File: src/rtl/pr_pkg.sv
`timescale 1ns / 1ps

package pr_pkg;

    localparam int SEQ_W       = 32;
    localparam int LEN_W       = 11;
    localparam int TAG_BITS    = 10;
    localparam int TAG_W       = TAG_BITS;
    localparam int KIND_W      = 3;
    localparam int DATA_W      = 32;
    localparam int PADDR_W     = 3;

    // window is a power of two; slot = seq mod window
    localparam int SLOT_W      = 5;
    localparam int WINDOW      = 1 << SLOT_W;
    localparam int MAX_PAYLOAD = 1024;
    localparam int RUN_CAP     = 32;
    localparam int CNT_W       = $clog2(RUN_CAP + 1);
    localparam int ENTRY_W     = TAG_W + LEN_W;

    localparam logic [PADDR_W-3:0] REG_START_SEQ = '0;

    typedef enum logic [KIND_W-1:0] {
        K_DELIVER  = 3'd0,
        K_STALE    = 3'd1,
        K_BEYOND   = 3'd2,
        K_REPLACED = 3'd3,
        K_ERROR    = 3'd4
    } t_kind;

    typedef enum logic [3:0] {
        S_IDLE     = 4'b0001,
        S_FIRST    = 4'b0010,
        S_DRAIN_RD = 4'b0100,
        S_DRAIN_EM = 4'b1000
    } t_state;

    typedef struct packed {
        logic             restart;
        logic [SEQ_W-1:0] start_seq;
    } t_cfg;

endpackage

File: src/rtl/pr_if.sv
`timescale 1ns / 1ps

interface pr_in_if;
    logic                      valid;
    logic                      ready;
    logic [pr_pkg::SEQ_W-1:0]  seq_num;
    logic [pr_pkg::LEN_W-1:0]  payload_len;
    logic [pr_pkg::TAG_W-1:0]  buffer_tag;
    logic                      rx_error;

    modport source (output valid, seq_num, payload_len, buffer_tag, rx_error, input ready);
    modport sink   (input valid, seq_num, payload_len, buffer_tag, rx_error, output ready);
endinterface

interface pr_out_if;
    logic                      valid;
    logic                      ready;
    logic [pr_pkg::KIND_W-1:0] out_kind;
    logic [pr_pkg::SEQ_W-1:0]  out_seq;
    logic [pr_pkg::TAG_W-1:0]  out_tag;
    logic [pr_pkg::LEN_W-1:0]  out_len;
    logic                      last_of_run;

    modport source (output valid, out_kind, out_seq, out_tag, out_len, last_of_run,
                    input ready);
    modport sink   (input valid, out_kind, out_seq, out_tag, out_len, last_of_run,
                    output ready);
endinterface

File: src/rtl/pr_ram.sv
`timescale 1ns / 1ps

module pr_ram #(
    parameter int WIDTH = 8,
    parameter int DEPTH = 16
) (
    input  logic                     i_clk,
    input  logic                     i_we,
    input  logic [$clog2(DEPTH)-1:0] i_waddr,
    input  logic [WIDTH-1:0]         i_wdata,
    input  logic                     i_re,
    input  logic [$clog2(DEPTH)-1:0] i_raddr,
    output logic [WIDTH-1:0]         o_rdata
);

    logic [WIDTH-1:0] r_mem [DEPTH];
    logic [WIDTH-1:0] r_rdata;

    always_ff @(posedge i_clk) begin
        if (i_we) begin
            r_mem[i_waddr] <= i_wdata;
        end
        if (i_re) begin
            r_rdata <= r_mem[i_raddr];
        end
    end

    assign o_rdata = r_rdata;

endmodule

File: src/rtl/pr_apb_regs.sv
`timescale 1ns / 1ps

module pr_apb_regs (
    input  logic                         i_clk,
    input  logic                         i_rst_n,
    input  logic                         psel,
    input  logic                         penable,
    input  logic                         pwrite,
    input  logic [pr_pkg::PADDR_W-1:0]   paddr,
    input  logic [pr_pkg::DATA_W-1:0]    pwdata,
    output logic [pr_pkg::DATA_W-1:0]    prdata,
    output logic                         pready,
    output pr_pkg::t_cfg                 o_cfg
);

    logic [pr_pkg::SEQ_W-1:0] r_start_seq;
    logic                     r_restart;
    logic                     w_hit;
    logic                     w_wr;

    assign pready = 1'b1;
    assign w_hit  = (paddr[pr_pkg::PADDR_W-1:2] == pr_pkg::REG_START_SEQ);
    assign w_wr   = psel && penable && pwrite && w_hit;

    always_ff @(posedge i_clk) begin
        if (!i_rst_n) begin
            r_start_seq <= '0;
            r_restart   <= 1'b0;
        end else begin
            r_restart <= w_wr;
            if (w_wr) begin
                r_start_seq <= pwdata[pr_pkg::SEQ_W-1:0];
            end
        end
    end

    assign prdata = w_hit ? r_start_seq : '0;

    assign o_cfg.restart   = r_restart;
    assign o_cfg.start_seq = r_start_seq;

endmodule

File: src/rtl/packet_resequencer_unit.sv
`timescale 1ns / 1ps

// channel | dir | handshake     | word
// i_in    | in  | valid/ready   | seq_num, payload_len, buffer_tag, rx_error
// o_out   | out | valid/ready   | out_kind, out_seq, out_tag, out_len, last_of_run
// apb     | in  | psel/penable  | start_seq at byte address 0
//
// A descriptor is accepted in S_IDLE, which starts the slot RAM read, then updated
// in S_FIRST; each drained slot passes S_DRAIN_RD then S_DRAIN_EM (registered RAM read).
// Up to 32 words per descriptor; the input is not taken until its run is done.
// Reset and a start_seq write clear the valid flops at once; no clearing pass.
// The input is held off in the cycle after a start_seq write, while restart is high.
// A full output register with ready low holds the sequencer in S_DRAIN_EM, and in S_FIRST when it has a word to emit.

module packet_resequencer_unit (
    input  logic                         i_clk,
    input  logic                         i_rst_n,
    pr_in_if.sink                        i_in,
    pr_out_if.source                     o_out,
    input  logic                         psel,
    input  logic                         penable,
    input  logic                         pwrite,
    input  logic [pr_pkg::PADDR_W-1:0]   paddr,
    input  logic [pr_pkg::DATA_W-1:0]    pwdata,
    output logic [pr_pkg::DATA_W-1:0]    prdata,
    output logic                         pready
);

    pr_pkg::t_cfg                   w_cfg;

    pr_pkg::t_state                 r_state, n_state;
    logic [pr_pkg::SEQ_W-1:0]       r_ne, n_ne;
    logic [pr_pkg::WINDOW-1:0]      r_valid, n_valid;
    logic [pr_pkg::CNT_W-1:0]       r_cnt, n_cnt;

    logic [pr_pkg::SEQ_W-1:0]       r_seq;
    logic [pr_pkg::LEN_W-1:0]       r_len;
    logic [pr_pkg::TAG_W-1:0]       r_tag;
    pr_pkg::t_kind                  r_kind;
    logic                           r_store;

    logic                           r_ovalid, n_ovalid;
    pr_pkg::t_kind                  r_okind, n_okind;
    logic [pr_pkg::SEQ_W-1:0]       r_oseq, n_oseq;
    logic [pr_pkg::TAG_W-1:0]       r_otag, n_otag;
    logic [pr_pkg::LEN_W-1:0]       r_olen, n_olen;
    logic                           r_olast, n_olast;

    logic                           w_accept;
    logic [pr_pkg::SEQ_W-1:0]       w_diff;
    logic                           w_err;
    logic [pr_pkg::SLOT_W-1:0]      w_slot;
    logic [pr_pkg::SLOT_W-1:0]      w_ne_slot;
    logic [pr_pkg::SLOT_W-1:0]      w_ne1_slot;
    logic                           w_out_free;
    logic                           w_replace;
    logic                           w_has_first;
    logic [pr_pkg::WINDOW-1:0]      w_mask_ne;
    logic [pr_pkg::WINDOW-1:0]      w_mask_slot;
    logic [pr_pkg::WINDOW-1:0]      w_valid_after;
    logic [pr_pkg::CNT_W-1:0]       w_cnt_after;
    logic                           w_more;
    logic                           w_emit;

    logic                           w_ram_we;
    logic                           w_ram_re;
    logic [pr_pkg::SLOT_W-1:0]      w_ram_raddr;
    logic [pr_pkg::ENTRY_W-1:0]     w_ram_rdata;
    logic [pr_pkg::TAG_W-1:0]       w_rd_tag;
    logic [pr_pkg::LEN_W-1:0]       w_rd_len;

    pr_apb_regs u_regs (
        .i_clk   (i_clk),
        .i_rst_n (i_rst_n),
        .psel    (psel),
        .penable (penable),
        .pwrite  (pwrite),
        .paddr   (paddr),
        .pwdata  (pwdata),
        .prdata  (prdata),
        .pready  (pready),
        .o_cfg   (w_cfg)
    );

    pr_ram #(
        .WIDTH (pr_pkg::ENTRY_W),
        .DEPTH (pr_pkg::WINDOW)
    ) u_slot_ram (
        .i_clk   (i_clk),
        .i_we    (w_ram_we),
        .i_waddr (r_seq[pr_pkg::SLOT_W-1:0]),
        .i_wdata ({r_tag, r_len}),
        .i_re    (w_ram_re),
        .i_raddr (w_ram_raddr),
        .o_rdata (w_ram_rdata)
    );

    assign w_rd_tag = w_ram_rdata[pr_pkg::ENTRY_W-1:pr_pkg::LEN_W];
    assign w_rd_len = w_ram_rdata[pr_pkg::LEN_W-1:0];

    assign i_in.ready = (r_state == pr_pkg::S_IDLE) && !w_cfg.restart;
    assign w_accept   = i_in.valid && i_in.ready;
    assign w_diff     = i_in.seq_num - r_ne;
    assign w_err      = i_in.rx_error ||
                        (i_in.payload_len > pr_pkg::LEN_W'(pr_pkg::MAX_PAYLOAD));

    assign w_slot      = r_seq[pr_pkg::SLOT_W-1:0];
    assign w_ne_slot   = r_ne[pr_pkg::SLOT_W-1:0];
    assign w_ne1_slot  = w_ne_slot + 1'b1;
    assign w_out_free  = !r_ovalid || o_out.ready;
    assign w_replace   = r_store && r_valid[w_slot];
    assign w_has_first = !r_store || w_replace;
    assign w_mask_slot = {{(pr_pkg::WINDOW-1){1'b0}}, r_store} << w_slot;
    assign w_mask_ne   = {{(pr_pkg::WINDOW-1){1'b0}}, 1'b1} << w_ne_slot;
    assign w_valid_after = r_valid | w_mask_slot;
    assign w_cnt_after = {{(pr_pkg::CNT_W-1){1'b0}}, w_has_first};

    always_comb begin
        n_state  = r_state;
        n_ne     = r_ne;
        n_valid  = r_valid;
        n_cnt    = r_cnt;
        n_ovalid = r_ovalid && !o_out.ready;
        n_okind  = r_okind;
        n_oseq   = r_oseq;
        n_otag   = r_otag;
        n_olen   = r_olen;
        n_olast  = r_olast;
        w_more   = 1'b0;
        w_emit   = 1'b0;
        w_ram_we = 1'b0;
        w_ram_re = 1'b0;
        w_ram_raddr = w_ne_slot;

        case (r_state)
            pr_pkg::S_IDLE: begin
                w_ram_raddr = i_in.seq_num[pr_pkg::SLOT_W-1:0];
                if (w_accept) begin
                    w_ram_re = 1'b1;
                    n_cnt    = '0;
                    n_state  = pr_pkg::S_FIRST;
                end
            end
            pr_pkg::S_FIRST: begin
                w_more = w_valid_after[w_ne_slot] &&
                         (w_cnt_after < pr_pkg::CNT_W'(pr_pkg::RUN_CAP));
                if (!w_has_first || w_out_free) begin
                    w_ram_we = r_store;
                    n_valid  = w_valid_after;
                    n_cnt    = w_cnt_after;
                    w_emit   = w_has_first;
                    n_state  = w_more ? pr_pkg::S_DRAIN_RD : pr_pkg::S_IDLE;
                    if (w_has_first) begin
                        n_ovalid = 1'b1;
                        n_okind  = w_replace ? pr_pkg::K_REPLACED : r_kind;
                        n_oseq   = r_seq;
                        n_otag   = w_replace ? w_rd_tag : r_tag;
                        n_olen   = w_replace ? w_rd_len : r_len;
                        n_olast  = !w_more;
                    end
                end
            end
            pr_pkg::S_DRAIN_RD: begin
                w_ram_re = 1'b1;
                n_state  = pr_pkg::S_DRAIN_EM;
            end
            pr_pkg::S_DRAIN_EM: begin
                w_more = r_valid[w_ne1_slot] &&
                         ((r_cnt + 1'b1) < pr_pkg::CNT_W'(pr_pkg::RUN_CAP));
                if (w_out_free) begin
                    w_emit   = 1'b1;
                    n_valid  = r_valid & ~w_mask_ne;
                    n_ne     = r_ne + 1'b1;
                    n_cnt    = r_cnt + 1'b1;
                    n_ovalid = 1'b1;
                    n_okind  = pr_pkg::K_DELIVER;
                    n_oseq   = r_ne;
                    n_otag   = w_rd_tag;
                    n_olen   = w_rd_len;
                    n_olast  = !w_more;
                    n_state  = w_more ? pr_pkg::S_DRAIN_RD : pr_pkg::S_IDLE;
                end
            end
            default: begin
                n_state = pr_pkg::S_IDLE;
            end
        endcase

        if (w_cfg.restart) begin
            n_ne    = w_cfg.start_seq;
            n_valid = '0;
        end
    end

    always_ff @(posedge i_clk) begin
        if (!i_rst_n) begin
            r_state  <= pr_pkg::S_IDLE;
            r_ne     <= '0;
            r_valid  <= '0;
            r_cnt    <= '0;
            r_ovalid <= 1'b0;
        end else begin
            r_state  <= n_state;
            r_ne     <= n_ne;
            r_valid  <= n_valid;
            r_cnt    <= n_cnt;
            r_ovalid <= n_ovalid;
        end
    end

    always_ff @(posedge i_clk) begin
        r_okind <= n_okind;
        r_oseq  <= n_oseq;
        r_otag  <= n_otag;
        r_olen  <= n_olen;
        r_olast <= n_olast;
        if (w_accept) begin
            r_seq   <= i_in.seq_num;
            r_len   <= i_in.payload_len;
            r_tag   <= i_in.buffer_tag;
            if (w_err) begin
                r_kind  <= pr_pkg::K_ERROR;
                r_store <= 1'b0;
            end else if (w_diff[pr_pkg::SEQ_W-1]) begin
                r_kind  <= pr_pkg::K_STALE;
                r_store <= 1'b0;
            end else if (w_diff >= pr_pkg::SEQ_W'(pr_pkg::WINDOW)) begin
                r_kind  <= pr_pkg::K_BEYOND;
                r_store <= 1'b0;
            end else begin
                r_kind  <= pr_pkg::K_DELIVER;
                r_store <= 1'b1;
            end
        end
    end

    assign o_out.valid       = r_ovalid;
    assign o_out.out_kind    = r_okind;
    assign o_out.out_seq     = r_oseq;
    assign o_out.out_tag     = r_otag;
    assign o_out.out_len     = r_olen;
    assign o_out.last_of_run = r_olast;

    a_drain_slot_held: assert property (@(posedge i_clk) disable iff (!i_rst_n)
        (r_state == pr_pkg::S_DRAIN_EM && w_emit) |-> r_valid[w_ne_slot])
        else $error("drained an empty slot");

    a_ne_step: assert property (@(posedge i_clk) disable iff (!i_rst_n)
        (r_state == pr_pkg::S_DRAIN_EM && w_emit && !w_cfg.restart)
        |=> (r_ne == pr_pkg::SEQ_W'($past(r_ne) + 1'b1)))
        else $error("expected number did not advance by one");

    a_run_cap: assert property (@(posedge i_clk) disable iff (!i_rst_n)
        r_cnt <= pr_pkg::CNT_W'(pr_pkg::RUN_CAP))
        else $error("run count beyond cap");

    a_no_overwrite: assert property (@(posedge i_clk) disable iff (!i_rst_n)
        w_emit |-> (!r_ovalid || o_out.ready))
        else $error("output word overwritten");

endmodule
File: src/flat_wrapper.sv
// flat-port wrapper written by rule: the top's interface ports become plain ports
module packet_resequencer_unit_flat 
  (i_clk, i_rst_n, psel, penable, pwrite, paddr, pwdata, prdata, pready, i_in_valid, i_in_seq_num, i_in_payload_len, i_in_buffer_tag, i_in_rx_error, i_in_ready, o_out_valid, o_out_out_kind, o_out_out_seq, o_out_out_tag, o_out_out_len, o_out_last_of_run, o_out_ready);
  pr_in_if i_in_i ();
  pr_out_if o_out_i ();
  input  logic i_clk;
  input  logic i_rst_n;
  input  logic psel;
  input  logic penable;
  input  logic pwrite;
  input  logic [pr_pkg::PADDR_W-1:0] paddr;
  input  logic [pr_pkg::DATA_W-1:0] pwdata;
  output logic [pr_pkg::DATA_W-1:0] prdata;
  output logic pready;
  input wire logic [$bits(i_in_i.valid)-1:0] i_in_valid;
  input wire logic [$bits(i_in_i.seq_num)-1:0] i_in_seq_num;
  input wire logic [$bits(i_in_i.payload_len)-1:0] i_in_payload_len;
  input wire logic [$bits(i_in_i.buffer_tag)-1:0] i_in_buffer_tag;
  input wire logic [$bits(i_in_i.rx_error)-1:0] i_in_rx_error;
  output wire logic [$bits(i_in_i.ready)-1:0] i_in_ready;
  output wire logic [$bits(o_out_i.valid)-1:0] o_out_valid;
  output wire logic [$bits(o_out_i.out_kind)-1:0] o_out_out_kind;
  output wire logic [$bits(o_out_i.out_seq)-1:0] o_out_out_seq;
  output wire logic [$bits(o_out_i.out_tag)-1:0] o_out_out_tag;
  output wire logic [$bits(o_out_i.out_len)-1:0] o_out_out_len;
  output wire logic [$bits(o_out_i.last_of_run)-1:0] o_out_last_of_run;
  input wire logic [$bits(o_out_i.ready)-1:0] o_out_ready;
  assign i_in_i.valid = i_in_valid;
  assign i_in_i.seq_num = i_in_seq_num;
  assign i_in_i.payload_len = i_in_payload_len;
  assign i_in_i.buffer_tag = i_in_buffer_tag;
  assign i_in_i.rx_error = i_in_rx_error;
  assign i_in_ready = i_in_i.ready;
  assign o_out_valid = o_out_i.valid;
  assign o_out_out_kind = o_out_i.out_kind;
  assign o_out_out_seq = o_out_i.out_seq;
  assign o_out_out_tag = o_out_i.out_tag;
  assign o_out_out_len = o_out_i.out_len;
  assign o_out_last_of_run = o_out_i.last_of_run;
  assign o_out_i.ready = o_out_ready;
  packet_resequencer_unit u_core (.i_clk(i_clk), .i_rst_n(i_rst_n), .i_in(i_in_i), .o_out(o_out_i), .psel(psel), .penable(penable), .pwrite(pwrite), .paddr(paddr), .pwdata(pwdata), .prdata(prdata), .pready(pready));
endmodule
File: config.mk
export PLATFORM = sky130hd
export DESIGN_NAME = packet_resequencer_unit_flat
export DESIGN_NICKNAME = d
export VERILOG_FILES = /design/src/rtl/pr_pkg.sv /design/src/rtl/pr_if.sv /design/src/rtl/pr_ram.sv /design/src/rtl/pr_apb_regs.sv /design/src/rtl/packet_resequencer_unit.sv /design/src/flat_wrapper.sv
export SDC_FILE = /design/constraint.sdc
export NUM_CORES = 1
export LEC_CHECK = 0
export CORE_MARGIN = 10
export CORE_UTILIZATION = 25
export DETAILED_ROUTE_END_ITERATION = 8
export DONT_BUFFER_PORTS = 1
export GPL_TIMING_DRIVEN = 1
export PLACE_DENSITY_LB_ADDON = 0.25
export REMOVE_ABC_BUFFERS = 1
export SYNTH_ARGS = -nofsm -noshare
export SYNTH_HDL_FRONTEND = slang
export SYNTH_SLANG_ARGS = --single-unit
File: constraint.sdc
create_clock -name i_clk -period 11.2 [get_ports i_clk]
set_input_delay 2.24 -clock i_clk [delete_from_list [all_inputs] [get_ports i_clk]]
set_output_delay 2.24 -clock i_clk [all_outputs]
set_load 0.05 [all_outputs]
* Word level (Yosys, flattened, before mapping) *
Memories as Yosys holds them, arrays and structs flattened. A register that Yosys moved wholly into a read port is not among the register bits.
Index checks and enable logic that the tools add are counted.

cells by class
  reductions and logical operators = 31
  muxes and demuxes = 60
  add/subtract/negate cells = 4
  equal/unequal tests = 8
  bitwise logic cells = 5
  shift-type cells = 2
  order comparisons = 7

operators with widths
  operator                                                                              number
  32-bit 2-to-1 mux                                                                     9
  32-bit one-hot mux with 2 select lines                                                2
  11-bit 2-to-1 mux                                                                     4
  10-bit 2-to-1 mux                                                                     4
  32-bit by 1-bit adder with 32-bit output, second input constant                       1
  32-bit AND                                                                            1
  32-bit by 6-bit greater-or-equal comparator with 1-bit output, second input constant  1
  32-bit inverter                                                                       1
  32-bit bitwise OR                                                                     1
  1-bit by 5-bit << shifter with 32-bit output                                          1
  1-bit by 5-bit << shifter with 32-bit output, first input constant                    1
  32-bit subtractor                                                                     1
  11-bit one-hot mux with 2 select lines                                                1
  3-bit 2-to-1 mux                                                                      7
  10-bit one-hot mux with 2 select lines                                                1
  5-bit by 6-bit less-than comparator with 1-bit output, second input constant          3
  6-bit 2-to-1 mux                                                                      3
  6-bit one-hot mux with 3 select lines                                                 1
  4-bit one-hot mux with 4 select lines                                                 1
  1-bit binary-select mux with 5-bit select                                             3
  1-bit 2-to-1 mux                                                                      15
  4-bit 2-to-1 mux                                                                      3
  11-bit greater-than comparator, second input constant                                 1
  1-bit logical AND                                                                     9
  22 further kinds                                                                      42

word-level totals
  logic and storage cells = 136
  bits of input ports = 96
  output and inout bits = 92
  bits in writable memories = 672
  memories = 1
  register bits = 222

memory list
  memory                   words  bits a word  read ports  clocked after memory_dff  wr ports  line          RTL
  u_core.u_slot_ram.r_mem  32     21           1           1                         1         pr_ram.sv:16  logic [WIDTH-1:0] r_mem [DEPTH];

* Longest topological paths before layout *
  depth in word-level cells = 10
  mapped depth = 13
  gate-level depth less buffers = 13

* Cells and area by module *
Synthesis repeated with hierarchy kept, for this count alone.

unflattened totals
  cells, all modules = 2772
  area total of the unflattened synthesis = 39412.8 µm²

by module, submodules not included
  module                   area each (µm²)  cells each  seq. area each (µm²)  times used
  pr_ram                   26962.1          1481        20810.0               1
  packet_resequencer_unit  10882.9          1111        4924.7                1
  pr_apb_regs              1567.8           180         660.6                 1

* Worst setup path after synthesis *
Ideal clock, no wire load.

  path type = input -> register
  start = input i_in_valid
  end = register u_core.u_slot_ram.r_rdata[0], in the netlist u_core.u_slot_ram.o_rdata[0], read port of u_core.u_slot_ram.r_mem, enable pin
  data required time = 10.847 ns
  data arrival time = 6.970 ns
  buffers on the path = 0
  stages on the path = 3
  path slack = 3.877 ns
  setup time = 0.353 ns
  cells stage by stage = inv_1 -> nor3_1 -> or2_2

between the ends
  cells in the longest elaborated chain, start to end = 3

RTL lines
  what                                   line                            RTL
  start, declared                        flat_wrapper.sv:15              input wire logic [$bits(i_in_i.valid)-1:0] i_in_valid;
  1-bit logical AND                      packet_resequencer_unit.sv:102  assign w_accept = i_in.valid && i_in.ready;
  net u_core.w_accept                    packet_resequencer_unit.sv:49   logic w_accept;
  1-bit 2-to-1 mux                       packet_resequencer_unit.sv:138  if (w_accept) begin
  1-bit one-hot mux with 2 select lines  packet_resequencer_unit.sv:135  case (r_state)
  net u_core.u_slot_ram.i_re             pr_ram.sv:11                    input logic i_re,
  end, declared                          pr_ram.sv:17                    logic [WIDTH-1:0] r_rdata;

The timed path passes the listed nets, and every way through them passes these cells.
A chain may end at the register's enable or synchronous reset.

* Worst setup path in the final report *
  start = register u_core.r_seq[0] (netlist name)
  end = memory u_core.u_slot_ram.r_mem[18][7] (netlist name), enable pin

between the ends
  cells in the longest elaborated chain, start to end = 10

RTL lines
  what                                       line                            RTL
  start, declared                            packet_resequencer_unit.sv:36   logic [pr_pkg::SEQ_W-1:0] r_seq;
  start signal, assigned                     packet_resequencer_unit.sv:218  r_seq <= i_in.seq_num;
  1-bit binary-select mux with 5-bit select  packet_resequencer_unit.sv:111  assign w_replace = r_store && r_valid[w_slot];
  1-bit 2-to-1 mux (not written as such)     packet_resequencer_unit.sv:111
  1-bit logical AND                          packet_resequencer_unit.sv:111
  1-bit logical OR                           packet_resequencer_unit.sv:112  assign w_has_first = !r_store || w_replace;
  1-bit zero test                            packet_resequencer_unit.sv:147  if (!w_has_first || w_out_free) begin
  1-bit logical OR                           packet_resequencer_unit.sv:147
  1-bit 2-to-1 mux                           packet_resequencer_unit.sv:147
  1-bit 2-to-1 mux                           packet_resequencer_unit.sv:135
  1-bit 2-to-1 mux                           pr_ram.sv:20                    if (i_we) begin
  1-bit 2-to-1 mux (not written as such)     pr_ram.sv:21                    r_mem[i_waddr] <= i_wdata;
  end, declared                              pr_ram.sv:16

Parallel ways exist; a longest one is shown, timed or not. The select of a mux whose other input is x is not followed.

==> run_results.csv <==
group,metric,value,unit
status,run_status,"finished clean",
grt,grt_overflow,0,
route,wl,119000,um
route,drtPass1Iterations,5,
clock_network,clock-root-buffer,"clkbuf_16",
clock_network,post_cts_buffers,0,
synthesis,yosysWarnings,0,
place,place.gp.congestion,0.828,
route,drc,0,
timing,slew_headroom,19.2,%
route,drt-initial-drc-count,1962,
synthesis,synth_edf_count,807,
grt,grt_pass1_wl,173000,um
grt,gr-usage-all-layers,13.1,%
die,initial_core_util,25.2,%
timing,period_minus_slack,5780,ps
synthesis,ys.flop_type,"edfxtp_1",
clock_network,cts_sinks,915,
clock_network,cts_tree,"built",
place,numPortBuffers,0,
power_and_ir_drop,p_seq_share,47.1,%
clock_network,clockBufferDepth,3,
setup_path,cp.required,11570,ps
timing,hold_violations,0,
route,wire_per_inst,22.4,um
clock_network,path_clk_slew,60,ps
synthesis,netlist_instances,3212,
timing,max_freq,173,MHz
timing,final.setup_skew,40.3,ps
final_layout,drive_gt1_share,9.90,%
route,ant_nets,0,
power_and_ir_drop,switching_share,30.6,%
synthesis,synth-seq-cells,915,
power_and_ir_drop,pwr-share-comb,17.2,%
clock_network,cts-resized-gates,0,
place,dp.cells,5116,
clock_network,hold_buffers,0,
setup_path,startpoint_type,"flip-flop",
timing,fin_crit_sh,51.6,%
timing,setup_viol,0,
route,routed-via-count,25900,
final_layout,final_cell_area,0.0455,mm^2
synthesis,syn_area,0.0399,mm^2
min_path,hold_path_class,"flip-flop to flip-flop",
die,core.rowCount,146,
place,post-place-ws,5330,ps
timing,hold_slack,472,ps
setup_path,critPathBufInv,1,
setup_path,slowest_stage,"edfxtp_1",
grt,grt_pass1_vias,25200,
die,die_x,420,um
final_layout,areaGrowthSynthToFinish,13.8,%
setup_path,critPathMaxStageDelay,1090,ps
setup_path,timing.critical_path.mode_cell,"a21oi_4",
synthesis,syn_avg_cell_area,12.4,um^2
clock_network,htreeDepth,3,
synthesis,post_synth_num_cell_types,96,
setup_path,critical_path.top_delay_family,"simple AND/OR/NAND/NOR gates",
place,dp_hpwl,70700,um
route,via_per_inst,4.87,
flow_run,cap_viol_max_count,0,
power_and_ir_drop,power_frac_clock,35.6,%
die,ios,188,
clock_network,insertion_delay,730,ps
setup_path,rrSetupSlack,5420,ps
clock_network,cts-buffers-inserted,99,
timing,setup_ws,5420,ps
die,die_h,420,um
final_layout,nets,3280,
power_and_ir_drop,internal_power,6.18,mW
power_and_ir_drop,p_switching,2.72,mW
setup_path,arrival,6160,ps
die,die-area,0.176,mm^2
synthesis,seq_area_frac_synth,66.1,%
power_and_ir_drop,power_density,196,mW/mm^2
final_layout,final_common_cell,"edfxtp_1",
setup_path,crit_chain,"mux4_1 > mux4_2 > nor2b_4 > a21oi_4 > nand2_4 > a21oi_4 > nand4b_2 > nor3_2 > buf_4",
grt,grt_max_degree,198,
power_and_ir_drop,p_leak,14.3,nW
setup_path,critPathMaxFanout,21,
timing,slew_viol_final,0,
final_layout,final_util,28.7,%
timing,worstMarginPinSlew,1210,ps
grt,antenna_found_initial,10,
place,placed_area,0.0423,mm^2
setup_path,crit_type,"flip-flop to flip-flop",
final_layout,final_cell_mix,"edfxtp_1 (807), nand2_1 (514), a211oi_1 (249)",
setup_path,cp-end-kind,"flip-flop",
power_and_ir_drop,peakVddDrop,113,uV
die,core_area,0.159,mm^2
final_layout,stdcell_count,5305,
timing,grt_setup_unrepaired,"false",
synthesis,async_flop_share,0,%
-- path summary, 6_finish.rpt --
check,startpoint,end,depth (start not counted)
max,u_core.r_seq[0]$_DFFE_PP_,u_core.u_slot_ram.r_mem[18][7]$_DFFE_PP_,9
min,u_core.r_cnt[4]$_SDFFE_PN0P_,u_core.r_cnt[4]$_SDFFE_PN0P_,2
max reg2reg,u_core.r_seq[0]$_DFFE_PP_,u_core.u_slot_ram.r_mem[18][7]$_DFFE_PP_,9
min reg2reg,u_core.r_cnt[4]$_SDFFE_PN0P_,u_core.r_cnt[4]$_SDFFE_PN0P_,2
-- layout make-up --
type / instances / area [um^2]
fillers: 16100 / 113000
inverters: 53 / 199
diodes: 1 / 2.50
multi-input cells: 2004 / 12500
clock inverters: 63 / 478
well taps: 2072 / 2590
flip-flops and latches: 915 / 26400
repair buffers: 72 / 578
clock buffers: 125 / 2680
-- registers in the layout, summed over array words and instances (netlist names), 3 cells and up --
| register | count |
|---|---|
| u_core.r_ne | 32 |
| u_core.u_slot_ram.o_rdata | 21 |
| u_core.u_regs.r_start_seq | 32 |
| u_core.r_tag | 10 |
| u_core.r_valid | 32 |
| u_core.r_seq | 32 |
| u_core.o_out.out_tag | 10 |
| u_core.r_kind | 3 |
| u_core.o_out.out_len | 11 |
| u_core.r_state | 4 |
| u_core.o_out.out_kind | 3 |
| u_core.r_cnt | 6 |
| u_core.o_out.out_seq | 32 |
| u_core.u_slot_ram.r_mem | 672 |
| u_core.r_len | 11 |
-- cell families after synthesis --
kind of cell,after synthesis,share of synthesized area [%]
AO/OA/AOI/OAI,860,14.4
XOR/XNOR,38,0.833
adder cells (fa/ha/maj),39,1.24
buffers and inverters,293,3.04
flip-flops,915,66.1
multiplexers,56,2.29
other,1,0.00939
AND/OR/NAND/NOR,1010,12.1
-- routing by layer --
metal  share of wire (%)  vias to the layer above  GRT usage [%]
met5                   0                        -              0
met4                 3.0                        0           4.01
met3                 6.0                      194           3.06
met2                  48                      732           21.8
met1                  43                    12900           16.9
li1                    -                    12000              -
-- through the flow --
step	setup TNS (ps)	total power, mW
final	0	8.90
after CTS	0	9.02
after detailed placement	0	5.83
after floorplan	-105780	5.43
after global placement	0	5.82
after global routing	0	9.31
-- synth_stat cells, types with 11 or more instances --
library cell  instances  area (um^2)
nor3_1               32          160
edfxtp_1            807        24200
buf_2                50          250
and2_1               91          569
inv_1                50          188
clkbuf_1            166          623
o21ai_0              92          460
a21oi_1             221         1110
ha_1                 38          475
and2_0               85          532
nor2_1              118          443
dfxtp_1             108         2160
mux4_2               21          473
a211oi_1            249         1870
nand4_1              22          138
nand2b_1             11         68.8
mux2_2               20          225
xnor2_1              34          298
nand2_1             514         1930
nand3_1              35          175
o22ai_1              11         68.8
nor2b_1              40          250
a31oi_1              92          576
buf_1                12         45.0
a311oi_1             87          762
a21o_1               33          248
-- power groups by stage --
| stage | clock network, mW | registers [mW] | logic (mW) |
|---|---|---|---|
| floorplan | 0 | 4.22 | 1.21 |
| global placement | 0 | 4.27 | 1.55 |
| detailed placement | 0 | 4.28 | 1.55 |
| CTS | 3.26 | 4.21 | 1.55 |
| global route | 3.40 | 4.22 | 1.69 |
| finish | 3.17 | 4.20 | 1.53 |
-- worst reg2reg max path, stage by stage (launching register included) --
cell,delay [ps]
edfxtp_1,1090
mux4_1,730
mux4_2,470
nor2b_4,140
a21oi_4,240
nand2_4,90
a21oi_4,700
nand4b_2,600
nor3_2,970
buf_4,420
Power figures use the tool's default switching activity.
